## src/egd_pkg.sv

```systemverilog
`timescale 1ns / 1ps
package egd_pkg;
    localparam int CARS   = 4;
    localparam int FLOORS = 16;
    localparam int CW     = 2;
    localparam int FW     = 4;

    localparam logic [1:0] HEAD_STOP = 2'd0;
    localparam logic [1:0] HEAD_UP   = 2'd1;
    localparam logic [1:0] HEAD_DN   = 2'd2;

    localparam logic [1:0] KIND_TICK  = 2'd0;
    localparam logic [1:0] KIND_HALL  = 2'd1;
    localparam logic [1:0] KIND_CAR   = 2'd2;
    localparam logic [1:0] KIND_SPARE = 2'd3;

    typedef enum logic [2:0] {
        S_IDLE,
        S_TICK,
        S_SCAN,
        S_YIELD,
        S_MOVE,
        S_EMIT
    } t_state;
endpackage

```

## src/egd_if.sv

```systemverilog
`timescale 1ns / 1ps
interface egd_in_if;
    logic       valid;
    logic       ready;
    logic [1:0] kind;
    logic [3:0] call_floor;
    logic       call_dir;
    logic [1:0] call_car;
    modport source (output valid, kind, call_floor, call_dir, call_car, input ready);
    modport sink   (input valid, kind, call_floor, call_dir, call_car, output ready);
endinterface

interface egd_out_if;
    logic        valid;
    logic        ready;
    logic [1:0]  car_index;
    logic [3:0]  car_floor_now;
    logic [1:0]  car_heading;
    logic [3:0]  loading_left;
    logic [3:0]  unloading_left;
    logic [15:0] dest_bits;
    logic [15:0] hall_up_bits;
    logic [15:0] hall_down_bits;
    logic        last_car;
    modport source (output valid, car_index, car_floor_now, car_heading, loading_left,
                    unloading_left, dest_bits, hall_up_bits, hall_down_bits, last_car,
                    input ready);
    modport sink   (input valid, car_index, car_floor_now, car_heading, loading_left,
                    unloading_left, dest_bits, hall_up_bits, hall_down_bits, last_car,
                    output ready);
endinterface

interface egd_cfg_if;
    logic       valid;
    logic       ready;
    logic [3:0] data;
    modport source (output valid, data, input ready);
    modport sink   (input valid, data, output ready);
endinterface

```

## src/elevator_group_dispatcher.sv

```systemverilog
`timescale 1ns / 1ps
// Elevator group dispatcher.
// s_in carries one word per event: a tick, a hall call or a car call.
// s_cfg writes dwell_ticks (reset 3); write it only while the block is idle.
// m_out returns one status word per car, car 0 first, last_car on the final one.
// A call is recorded on acceptance; the block then enters the emit state and sets
// the output valid register for the first status word. A tick runs car by car
// through one shared floor scanner: per car a timer step and, unless the car serves
// its own floor, a scan of the floors above and then below it plus a yield check
// against each other car when no destination settles the heading; then a move step per car.
// The four status words follow one per cycle while the receiver keeps ready high.
// The block takes one event at a time; s_in.ready is low from acceptance
// until the last status word has been taken.
// Status words are read from the live car registers, picked by a registered car
// index; when the receiver stalls the word holds and the block waits.
// Reset (synchronous, active low) clears all cars to floor 0, stopped, with
// no timers, destinations or hall calls.
module elevator_group_dispatcher (
    input  logic          i_clk,
    input  logic          i_rst_n,
    egd_in_if.sink        s_in,
    egd_cfg_if.sink       s_cfg,
    egd_out_if.source     m_out
);
    localparam int CW = egd_pkg::CW;
    localparam int FW = egd_pkg::FW;
    localparam int NC = egd_pkg::CARS;
    localparam int NF = egd_pkg::FLOORS;
    localparam logic [FW-1:0] TOP = FW'(NF - 1);

    egd_pkg::t_state r_state, n_state;

    logic [FW-1:0] r_pos   [NC];
    logic [1:0]    r_mot   [NC];
    logic [3:0]    r_load  [NC];
    logic [3:0]    r_unld  [NC];
    logic [NF-1:0] r_dest  [NC];
    logic [NF-1:0] r_hup, r_hdn;
    logic [3:0]    r_dwell;

    logic [CW-1:0] r_car;     // car being worked on
    logic [CW-1:0] r_k;       // other car under test
    logic [FW:0]   r_f;       // floor scan index (with a sign/overflow bit)
    logic          r_pass;    // 0 upward scan, 1 downward scan
    logic          r_dst_up, r_dst_dn, r_req_up, r_req_dn;
    logic [FW-1:0] r_near_hi, r_near_lo;
    logic          r_btw_up, r_btw_dn, r_opp_up, r_opp_dn;
    logic [1:0]    r_dir;
    logic          r_oval;
    logic [CW-1:0] r_ocar;

    logic acc_in;
    assign acc_in = s_in.valid && s_in.ready;
    assign s_in.ready  = (r_state == egd_pkg::S_IDLE);
    assign s_cfg.ready = 1'b1;

    logic yield_last, out_take;
    logic [FW-1:0] fl;
    assign fl = r_f[FW-1:0];
    assign out_take = r_oval && m_out.ready;
    assign yield_last = (r_k == CW'(NC - 1));

    // current car views
    logic [FW-1:0] cur;
    logic [NF-1:0] dm;
    assign cur = r_pos[r_car];
    assign dm  = r_dest[r_car];

    // tick-entry decision: timers, edge clamp and serving own floor
    logic [3:0] ld_dec, ul_dec, t_load, t_unld;
    logic [1:0] dir0, t_mot;
    logic       tick_decided;
    always_comb begin
        ld_dec = (r_load[r_car] != 4'd0) ? r_load[r_car] - 4'd1 : 4'd0;
        ul_dec = (r_unld[r_car] != 4'd0) ? r_unld[r_car] - 4'd1 : 4'd0;
        dir0 = r_mot[r_car];
        if ((cur == TOP && dir0 == egd_pkg::HEAD_UP) ||
            (cur == '0 && dir0 == egd_pkg::HEAD_DN))
            dir0 = egd_pkg::HEAD_STOP;
        t_load = ld_dec;
        t_unld = ul_dec;
        t_mot  = dir0;
        tick_decided = 1'b1;
        if (dm[cur]) begin
            if (ul_dec == 4'd0) t_unld = r_dwell;
        end else if (r_hup[cur] && dir0 != egd_pkg::HEAD_DN) begin
            t_mot = egd_pkg::HEAD_UP;
            if (ld_dec == 4'd0) t_load = r_dwell;
        end else if (r_hdn[cur] && dir0 != egd_pkg::HEAD_UP) begin
            t_mot = egd_pkg::HEAD_DN;
            if (ld_dec == 4'd0) t_load = r_dwell;
        end else begin
            tick_decided = 1'b0;
        end
    end

    // end-of-scan decision
    logic [1:0] scan_dir;
    egd_pkg::t_state scan_to;
    always_comb begin
        scan_to  = egd_pkg::S_YIELD;
        scan_dir = r_dir;
        if (!r_dst_up && !r_req_up && !r_dst_dn && !r_req_dn) begin
            scan_dir = egd_pkg::HEAD_STOP;
            scan_to  = egd_pkg::S_TICK;
        end else if (r_dst_up && r_dir != egd_pkg::HEAD_DN) begin
            scan_dir = egd_pkg::HEAD_UP;
            scan_to  = egd_pkg::S_TICK;
        end else if (r_dst_dn && r_dir != egd_pkg::HEAD_UP) begin
            scan_dir = egd_pkg::HEAD_DN;
            scan_to  = egd_pkg::S_TICK;
        end
        if (scan_to == egd_pkg::S_TICK && r_car == CW'(NC - 1))
            scan_to = egd_pkg::S_MOVE;
    end

    // next state
    always_comb begin
        n_state = r_state;
        unique case (r_state)
            egd_pkg::S_IDLE: begin
                if (acc_in)
                    n_state = (s_in.kind == egd_pkg::KIND_TICK) ? egd_pkg::S_TICK
                                                                 : egd_pkg::S_EMIT;
            end
            egd_pkg::S_TICK:  n_state = egd_pkg::S_TICK;
            egd_pkg::S_SCAN:  n_state = egd_pkg::S_SCAN;
            egd_pkg::S_YIELD: n_state = egd_pkg::S_YIELD;
            egd_pkg::S_MOVE:  n_state = egd_pkg::S_MOVE;
            egd_pkg::S_EMIT:  n_state = egd_pkg::S_EMIT;
            default:          n_state = egd_pkg::S_IDLE;
        endcase
        // transitions that depend on datapath outcomes
        if (r_state == egd_pkg::S_TICK && tick_decided)
            n_state = (r_car == CW'(NC - 1)) ? egd_pkg::S_MOVE : egd_pkg::S_TICK;
        else if (r_state == egd_pkg::S_TICK)
            n_state = egd_pkg::S_SCAN;
        if (r_state == egd_pkg::S_SCAN && r_pass && r_f[FW])
            n_state = scan_to;
        if (r_state == egd_pkg::S_YIELD && yield_last)
            n_state = (r_car == CW'(NC - 1)) ? egd_pkg::S_MOVE : egd_pkg::S_TICK;
        if (r_state == egd_pkg::S_MOVE && r_car == CW'(NC - 1))
            n_state = egd_pkg::S_EMIT;
        if (r_state == egd_pkg::S_EMIT && out_take && r_ocar == CW'(NC - 1))
            n_state = egd_pkg::S_IDLE;
    end

    // yield check on one other car
    logic [FW-1:0] of;
    logic [1:0]    od;
    logic          gu, gd, y_bu, y_bd, y_ou, y_od;
    logic [1:0]    fin_dir;
    always_comb begin
        of = r_pos[r_k];
        od = r_mot[r_k];
        gu = (od == egd_pkg::HEAD_UP) || (od == egd_pkg::HEAD_STOP);
        gd = (od == egd_pkg::HEAD_DN) || (od == egd_pkg::HEAD_STOP);
        y_bu = 1'b0; y_bd = 1'b0; y_ou = 1'b0; y_od = 1'b0;
        if (r_k != r_car) begin
            y_bu = gu && r_req_up && ((of > cur && of <= r_near_hi) ||
                                      (of == cur && r_k < r_car));
            y_bd = gd && r_req_dn && ((of < cur && of >= r_near_lo) ||
                                      (of == cur && r_k < r_car));
            y_ou = gu && r_req_dn && r_near_lo >= of &&
                   ({1'b0, r_near_lo - of} < {1'b0, cur - r_near_lo});
            y_od = gd && r_req_up && of >= r_near_hi &&
                   ({1'b0, of - r_near_hi} < {1'b0, r_near_hi - cur});
        end
        y_bu = y_bu || r_btw_up; y_bd = y_bd || r_btw_dn;
        y_ou = y_ou || r_opp_up; y_od = y_od || r_opp_dn;
        if (r_dir != egd_pkg::HEAD_DN && r_req_up && !y_bu && !y_od)
            fin_dir = egd_pkg::HEAD_UP;
        else if (r_dir != egd_pkg::HEAD_UP && r_req_dn && !y_bd && !y_ou)
            fin_dir = egd_pkg::HEAD_DN;
        else
            fin_dir = egd_pkg::HEAD_STOP;
    end

    always_ff @(posedge i_clk) begin
        if (!i_rst_n) begin
            r_state <= egd_pkg::S_IDLE;
            r_hup   <= '0;
            r_hdn   <= '0;
            r_dwell <= 4'd3;
            r_oval  <= 1'b0;
            r_ocar  <= '0;
            r_car   <= '0;
            for (int c = 0; c < NC; c++) begin
                r_pos[c]  <= '0;
                r_mot[c]  <= egd_pkg::HEAD_STOP;
                r_load[c] <= '0;
                r_unld[c] <= '0;
                r_dest[c] <= '0;
            end
        end else begin
            r_state <= n_state;
            if (s_cfg.valid)
                r_dwell <= s_cfg.data;
            unique case (r_state)
                egd_pkg::S_IDLE: begin
                    r_car <= '0;
                    if (acc_in) begin
                        if (s_in.kind == egd_pkg::KIND_HALL) begin
                            if (s_in.call_dir) r_hdn[s_in.call_floor] <= 1'b1;
                            else               r_hup[s_in.call_floor] <= 1'b1;
                        end else if (s_in.kind == egd_pkg::KIND_CAR &&
                                     s_in.call_floor != r_pos[s_in.call_car]) begin
                            if (r_mot[s_in.call_car] == egd_pkg::HEAD_STOP)
                                r_mot[s_in.call_car] <=
                                    (s_in.call_floor < r_pos[s_in.call_car]) ?
                                    egd_pkg::HEAD_DN : egd_pkg::HEAD_UP;
                            r_dest[s_in.call_car][s_in.call_floor] <= 1'b1;
                        end
                    end
                end
                // timers, clamp, serve own floor; else start the scan
                egd_pkg::S_TICK: begin
                    r_load[r_car] <= t_load;
                    r_unld[r_car] <= t_unld;
                    r_mot[r_car]  <= t_mot;
                    r_dir <= dir0;
                    r_dst_up <= 1'b0; r_dst_dn <= 1'b0;
                    r_req_up <= 1'b0; r_req_dn <= 1'b0;
                    r_near_hi <= '0; r_near_lo <= '0;
                    r_btw_up <= 1'b0; r_btw_dn <= 1'b0;
                    r_opp_up <= 1'b0; r_opp_dn <= 1'b0;
                    r_pass <= 1'b0;
                    r_f    <= {1'b0, cur} + (FW+1)'(1);
                    r_k    <= '0;
                    if (dm[cur])
                        r_dest[r_car][cur] <= 1'b0;
                    else if (r_hup[cur] && dir0 != egd_pkg::HEAD_DN)
                        r_hup[cur] <= 1'b0;
                    else if (r_hdn[cur] && dir0 != egd_pkg::HEAD_UP)
                        r_hdn[cur] <= 1'b0;
                    if (tick_decided)
                        r_car <= (r_car == CW'(NC - 1)) ? '0 : r_car + CW'(1);
                end
                // one floor per cycle: up pass then down pass
                egd_pkg::S_SCAN: begin
                    if (!r_pass) begin
                        if (r_f == (FW+1)'(NF)) begin
                            r_pass <= 1'b1;
                            r_f    <= {1'b0, cur} - (FW+1)'(1);
                        end else begin
                            if (dm[fl]) r_dst_up <= 1'b1;
                            if (r_hup[fl] || r_hdn[fl]) begin
                                if (!r_req_up) r_near_hi <= fl;
                                r_req_up <= 1'b1;
                            end
                            r_f <= r_f + (FW+1)'(1);
                        end
                    end else if (!r_f[FW]) begin
                        if (dm[fl]) r_dst_dn <= 1'b1;
                        if (r_hup[fl] || r_hdn[fl]) begin
                            if (!r_req_dn) r_near_lo <= fl;
                            r_req_dn <= 1'b1;
                        end
                        r_f <= r_f - (FW+1)'(1);
                    end else if (scan_to != egd_pkg::S_YIELD) begin
                        r_mot[r_car] <= scan_dir;
                        r_car <= (r_car == CW'(NC - 1)) ? '0 : r_car + CW'(1);
                    end
                end
                // one other car per cycle
                egd_pkg::S_YIELD: begin
                    r_btw_up <= y_bu; r_btw_dn <= y_bd;
                    r_opp_up <= y_ou; r_opp_dn <= y_od;
                    r_k <= r_k + CW'(1);
                    if (yield_last) begin
                        r_mot[r_car] <= fin_dir;
                        r_car <= (r_car == CW'(NC - 1)) ? '0 : r_car + CW'(1);
                    end
                end
                egd_pkg::S_MOVE: begin
                    if (r_load[r_car] == 4'd0 && r_unld[r_car] == 4'd0) begin
                        if (r_mot[r_car] == egd_pkg::HEAD_UP && r_pos[r_car] != TOP)
                            r_pos[r_car] <= r_pos[r_car] + FW'(1);
                        else if (r_mot[r_car] == egd_pkg::HEAD_DN && r_pos[r_car] != '0)
                            r_pos[r_car] <= r_pos[r_car] - FW'(1);
                    end
                    r_car <= r_car + CW'(1);
                end
                egd_pkg::S_EMIT: begin
                    if (!r_oval) begin
                        r_oval <= 1'b1;
                        r_ocar <= '0;
                    end else if (m_out.ready) begin
                        if (r_ocar == CW'(NC - 1)) r_oval <= 1'b0;
                        r_ocar <= r_ocar + CW'(1);
                    end
                end
                default: ;
            endcase
        end
    end

    // status word from live state
    assign m_out.valid          = r_oval;
    assign m_out.car_index      = r_ocar;
    assign m_out.car_floor_now  = r_pos[r_ocar];
    assign m_out.car_heading    = r_mot[r_ocar];
    assign m_out.loading_left   = r_load[r_ocar];
    assign m_out.unloading_left = r_unld[r_ocar];
    assign m_out.dest_bits      = r_dest[r_ocar];
    assign m_out.hall_up_bits   = r_hup;
    assign m_out.hall_down_bits = r_hdn;
    assign m_out.last_car       = (r_ocar == CW'(NC - 1));

    // checks
    a_out_only_emit: assert property (@(posedge i_clk) disable iff (!i_rst_n)
        r_oval |-> r_state == egd_pkg::S_EMIT) else $error("word outside emit");
    a_no_in_busy: assert property (@(posedge i_clk) disable iff (!i_rst_n)
        r_oval |-> !s_in.ready) else $error("input taken while emitting");
    a_last_idle: assert property (@(posedge i_clk) disable iff (!i_rst_n)
        (r_oval && m_out.ready && m_out.last_car) |=> r_state == egd_pkg::S_IDLE)
        else $error("no return to idle");
endmodule
```

## src/flat_wrapper.sv

```systemverilog
// flat-port wrapper written by rule: the top's interface ports become plain ports
module elevator_group_dispatcher_flat 
  (i_clk, i_rst_n, s_in_valid, s_in_kind, s_in_call_floor, s_in_call_dir, s_in_call_car, s_in_ready, s_cfg_valid, s_cfg_data, s_cfg_ready, m_out_valid, m_out_car_index, m_out_car_floor_now, m_out_car_heading, m_out_loading_left, m_out_unloading_left, m_out_dest_bits, m_out_hall_up_bits, m_out_hall_down_bits, m_out_last_car, m_out_ready);
  egd_in_if s_in_i ();
  egd_cfg_if s_cfg_i ();
  egd_out_if m_out_i ();
  input  logic i_clk;
  input  logic i_rst_n;
  input wire logic [$bits(s_in_i.valid)-1:0] s_in_valid;
  input wire logic [$bits(s_in_i.kind)-1:0] s_in_kind;
  input wire logic [$bits(s_in_i.call_floor)-1:0] s_in_call_floor;
  input wire logic [$bits(s_in_i.call_dir)-1:0] s_in_call_dir;
  input wire logic [$bits(s_in_i.call_car)-1:0] s_in_call_car;
  output wire logic [$bits(s_in_i.ready)-1:0] s_in_ready;
  input wire logic [$bits(s_cfg_i.valid)-1:0] s_cfg_valid;
  input wire logic [$bits(s_cfg_i.data)-1:0] s_cfg_data;
  output wire logic [$bits(s_cfg_i.ready)-1:0] s_cfg_ready;
  output wire logic [$bits(m_out_i.valid)-1:0] m_out_valid;
  output wire logic [$bits(m_out_i.car_index)-1:0] m_out_car_index;
  output wire logic [$bits(m_out_i.car_floor_now)-1:0] m_out_car_floor_now;
  output wire logic [$bits(m_out_i.car_heading)-1:0] m_out_car_heading;
  output wire logic [$bits(m_out_i.loading_left)-1:0] m_out_loading_left;
  output wire logic [$bits(m_out_i.unloading_left)-1:0] m_out_unloading_left;
  output wire logic [$bits(m_out_i.dest_bits)-1:0] m_out_dest_bits;
  output wire logic [$bits(m_out_i.hall_up_bits)-1:0] m_out_hall_up_bits;
  output wire logic [$bits(m_out_i.hall_down_bits)-1:0] m_out_hall_down_bits;
  output wire logic [$bits(m_out_i.last_car)-1:0] m_out_last_car;
  input wire logic [$bits(m_out_i.ready)-1:0] m_out_ready;
  assign s_in_i.valid = s_in_valid;
  assign s_in_i.kind = s_in_kind;
  assign s_in_i.call_floor = s_in_call_floor;
  assign s_in_i.call_dir = s_in_call_dir;
  assign s_in_i.call_car = s_in_call_car;
  assign s_in_ready = s_in_i.ready;
  assign s_cfg_i.valid = s_cfg_valid;
  assign s_cfg_i.data = s_cfg_data;
  assign s_cfg_ready = s_cfg_i.ready;
  assign m_out_valid = m_out_i.valid;
  assign m_out_car_index = m_out_i.car_index;
  assign m_out_car_floor_now = m_out_i.car_floor_now;
  assign m_out_car_heading = m_out_i.car_heading;
  assign m_out_loading_left = m_out_i.loading_left;
  assign m_out_unloading_left = m_out_i.unloading_left;
  assign m_out_dest_bits = m_out_i.dest_bits;
  assign m_out_hall_up_bits = m_out_i.hall_up_bits;
  assign m_out_hall_down_bits = m_out_i.hall_down_bits;
  assign m_out_last_car = m_out_i.last_car;
  assign m_out_i.ready = m_out_ready;
  elevator_group_dispatcher u_core (.i_clk(i_clk), .i_rst_n(i_rst_n), .s_in(s_in_i), .s_cfg(s_cfg_i), .m_out(m_out_i));
endmodule
```

## config.mk

```make
export PLATFORM = sky130hd
export DESIGN_NAME = elevator_group_dispatcher_flat
export DESIGN_NICKNAME = d
export VERILOG_FILES = /design/src/egd_pkg.sv /design/src/egd_if.sv /design/src/elevator_group_dispatcher.sv /design/src/flat_wrapper.sv
export SDC_FILE = /design/constraint.sdc
export NUM_CORES = 1
export LEC_CHECK = 0
export ABC_AREA = 1
export BUFFER_PORTS_ARGS = -buffer_cell sky130_fd_sc_hd__buf_2
export CAP_MARGIN = 20
export CORE_ASPECT_RATIO = 1.4
export CORE_MARGIN = 2
export CORE_UTILIZATION = 50
export DETAILED_ROUTE_END_ITERATION = 6
export PLACE_DENSITY = 0.66
export SLEW_MARGIN = 20
export SYNTH_ARGS = -nofsm -noshare
export SYNTH_HDL_FRONTEND = slang
export SYNTH_SLANG_ARGS = --single-unit
```

## constraint.sdc

```tcl
create_clock -name i_clk -period 4.6 [get_ports i_clk]
set_input_delay 0.23 -clock i_clk [delete_from_list [all_inputs] [get_ports i_clk]]
set_output_delay 0.23 -clock i_clk [all_outputs]
set_load 0.01 [all_outputs]
```

==> results.md <==
* Syn_area_per_cell at approximately 7.2 µm²
* Root buffer cell: clkbuf_16
* F_max at 0.248 GHz
* GR Overflow Total at 0
* Hold endpoint: u_core.r_dwell[1]
* Switch share at 0.464
* Die area at 0.0282 mm²
* Adder-Cell Fraction of Synth Area at 0.0521
* Clk_skew at roughly 0.016 ns
* NetSw at 0.00340 W
* Drt wl/cell at 19.5 µm
* Most common cell after layout, fill and taps aside: nand2_1
* Relative slew slack at 0.482
* Leakage at 6.20 nW
* Most frequent cells in the layout: 408 x nand2_1, 318 x nor2_1, 175 x o21ai_0
* WL final at 43.9 mm
* Hold Crit Depth at 3
* Ys async rst share at 0
* Synth cell types at 55
* H-Tree Depth at 4
* Largest family of logic cells by synthesized area: simple AND/OR/NAND/NOR gates
* GRT Total Usage at 0.312
* Syn_nets at 1937
* Drt initial violations at between 1000 and 1500
* RSZ-0062 raised after global routing: no
* Ant diodes at 0
* Area leader, netlist: edfxtp_1
* # clock sinks at 196
* Core Region at 0.0267 mm²
* Setup violators final at 0
* Worst Path Arrival at 4.36 ns
* Outcome: completed
* Worst min path class: input port to flop
* Worst hold slack at 0.00977 ns
* Final net count at 1978
* Initial Utilization at 0.505
* Clock network power share at 0.196
* # fillers at 2591
* HPWL after detailed placement at 31.8 mm
* Instance count of the mapped netlist at 1866
* Actual slew at the worst max-slew pin at between 0.7 and 0.8 ns
* Core Rows at 71
* Max clock buf depth at 2
* Die Wd at approximately 140 µm
* Synthesis Warnings at 0
* Worst setup EP type: flop
* Antenna violations before repair at 0
* Met2 routed WL at 22.2 mm
* Die Y at 198 µm
* Clock buffer count from CTS at 17
* Worst vdd ir at 420 µV
* Syn-to-layout area delta at 8.58%
* Simple-gate share of the synthesized area at 0.282
* CTS tree: done
* R2R Path End: u_core.r_pos[0][3]
* Final Core Density at 0.548
* Hold path startpoint: s_cfg_data[1]
* Top Layer Used: met4
* Flop pwr share at 0.324
* Final worst path period need at 4.03 ns
* First-pass GRT wire length at 67.5 mm
* Synth Area in Compound Gates at 0.166
* Worst skew pair latency at between 0.4 and 0.5 ns
* Synth Area in XOR/XNOR at 0.0117
* Wl on met1 at 16.7 mm
* GP Congestion at 0.981
* Port bufs at 84
* Placed cell area at 0.0140 mm²
* Largest net degree at the start of global routing at 70
* Post-synthesis sequential area ratio at 0.401
* Crit path max fanout at 14
* Via density at 5.91
* Final antenna-violating net count at 0
* Post-route cell area at roughly 0.015 mm²
* CP required at 4.92 ns
* DR DRC count at 0
* Final Slew Violations at 0
* Flop2flop setup slack at 0.57 ns
* Comb power frac at 0.480
* Area occupied by multi-input gates at 0.00690 mm²
* Mapped cell area at 0.0134 mm²
* # IOs at 86
* PD cells at ~500 mW/mm²
* Crit start category: flop
* Storage cell area at 0.00539 mm²
* Pint at 0.00392 W
* Fraction of layout instances using a drive strength above 1 at 0.0932
* Max-cap viol count at 0
* Met3 wire length at 2.84 mm
* Vias in the first global route at around 13000
* Period utilization at 0.877
* R2R cell count at 19
* Final TNS setup at 0 ns
* CTS clk-pin slew, worst paths at approximately 0.080 ns
* Yosys top cell area share at 0.326
* Top FF cell, synth: edfxtp_1
* CP Class: flop to flop
* Post-synthesis mux area share at 0.000838
* Post-synthesis sequential element count at 196
* Synth area leaders: edfxtp_1 33%, nand2_1 11%, nor2_1 8.9%
* Post-synth EDFFs at 146
* Final hold violations at 0
* 1st-pass router iterations at 6
* Routed via count at 13293
## per-layer routing
metal	track usage	vias to the layer above
met4	0.157	0
met3	0.0406	118
met1	0.367	6232
met5	0	-
met2	0.555	575
li1	-	6368
## how the worst max path moves through the flow
stage	cells after the start	to
finish	19	u_core.r_pos[0][3]
global route	19	u_core.r_pos[3][3]
CTS	19	u_core.r_mot[2][0]
detailed placement	19	u_core.r_mot[1][0]
global placement	19	u_core.r_mot[0][0]
floorplan	22	u_core.r_mot[0][0]
## area by class of cell
class,count,area share
multi-input combinational,1391,0.473
sequential,196,0.369
inverter,185,0.0476
timing repair buffer,116,0.0454
clock buffer,17,0.0291
tap,328,0.0281
clock inverter,15,0.00814
## cells in the mapped netlist, types with 13 or more instances
cell type,instances
a21oi_1,108
buf_2,13
clkbuf_1,62
dfxtp_1,50
edfxtp_1,146
ha_1,48
inv_1,171
nand2_1,408
nand3_1,151
nand4_1,16
nor2_1,318
nor3_1,15
o211ai_1,13
o21ai_0,175
o22ai_1,34
## stage by stage
| stage | total power (W) | cells | worst slack (ns) |
|---|---|---|---|
| 5_1_grt | 0.00781 | 2248 | 0.237 |
| 3_5_place_dp | 0.00585 | 2215 | 0.618 |
| 3_3_place_gp | 0.00580 | 2215 | 0.677 |
| 2_1_floorplan | 0.00481 | 1866 | 1.08 |
| 6_report | 0.00731 | 2248 | 0.566 |
| 4_1_cts | 0.00727 | 2248 | 0.595 |
## repair_timing
| action | 4_1_cts | 5_1_grt |
|---|---|---|
| hold buffers | 1 | 0 |
| buffers inserted | 0 | 0 |
| resized for setup | 0 | 0 |
| hold endpoints to repair | 1 | 0 |
## sequential cells by signal, summed over array words and instances (netlist names), 2 cells and up, named ones only
signal / cells
u_core.r_mot: 8
u_core.r_near_lo: 4
u_core.m_out.hall_up_bits: 16
u_core.r_dwell: 4
u_core.r_car: 2
u_core.r_state: 3
u_core.m_out.car_index: 2
u_core.r_f: 5
u_core.r_k: 2
u_core.r_dest: 64
u_core.r_pos: 16
u_core.r_dir: 2
u_core.r_load: 16
u_core.r_unld: 16
u_core.r_near_hi: 4
u_core.m_out.hall_down_bits: 16
## power by group through the flow
| stage | Clock, W | Sequential [W] | Combinational [W] |
|---|---|---|---|
| 6_report | 0.00144 | 0.00237 | 0.00351 |
| 3_5_place_dp | 0 | 0.00240 | 0.00345 |
| 4_1_cts | 0.00144 | 0.00236 | 0.00347 |
| 3_3_place_gp | 0 | 0.00240 | 0.00340 |
| 2_1_floorplan | 0 | 0.00230 | 0.00250 |
| 5_1_grt | 0.00151 | 0.00239 | 0.00391 |
## worst max-delay path: stages (launching register included)
cell and delay, ns:
dfxtp_1 0.52, inv_2 0.23, nand2_1 0.11, nand2_1 0.08
inv_2 0.30, ha_1 0.22, inv_1 0.08, nor2_1 0.48
inv_1 0.08, nand2_1 0.13, inv_1 0.10, nand2_1 0.11
inv_1 0.09, ha_1 0.34, nand2_1 0.06, o21ai_0 0.22
xor2_1 0.22, xor2_1 0.35, nand2_1 0.12, inv_1 0.07
## logic make-up (layout without fill, tap and decap cells)
group,after synthesis,count (layout)
xor gates and xnor gates,18,18
AOI/OAI and AO/OA,389,389
muxes,1,1
other,1,1
DFF,196,196
adders and majority gates,53,53
buffers and inverters,279,333
and+or+nand+nor,929,929
(Power assumes the default switching activity.)
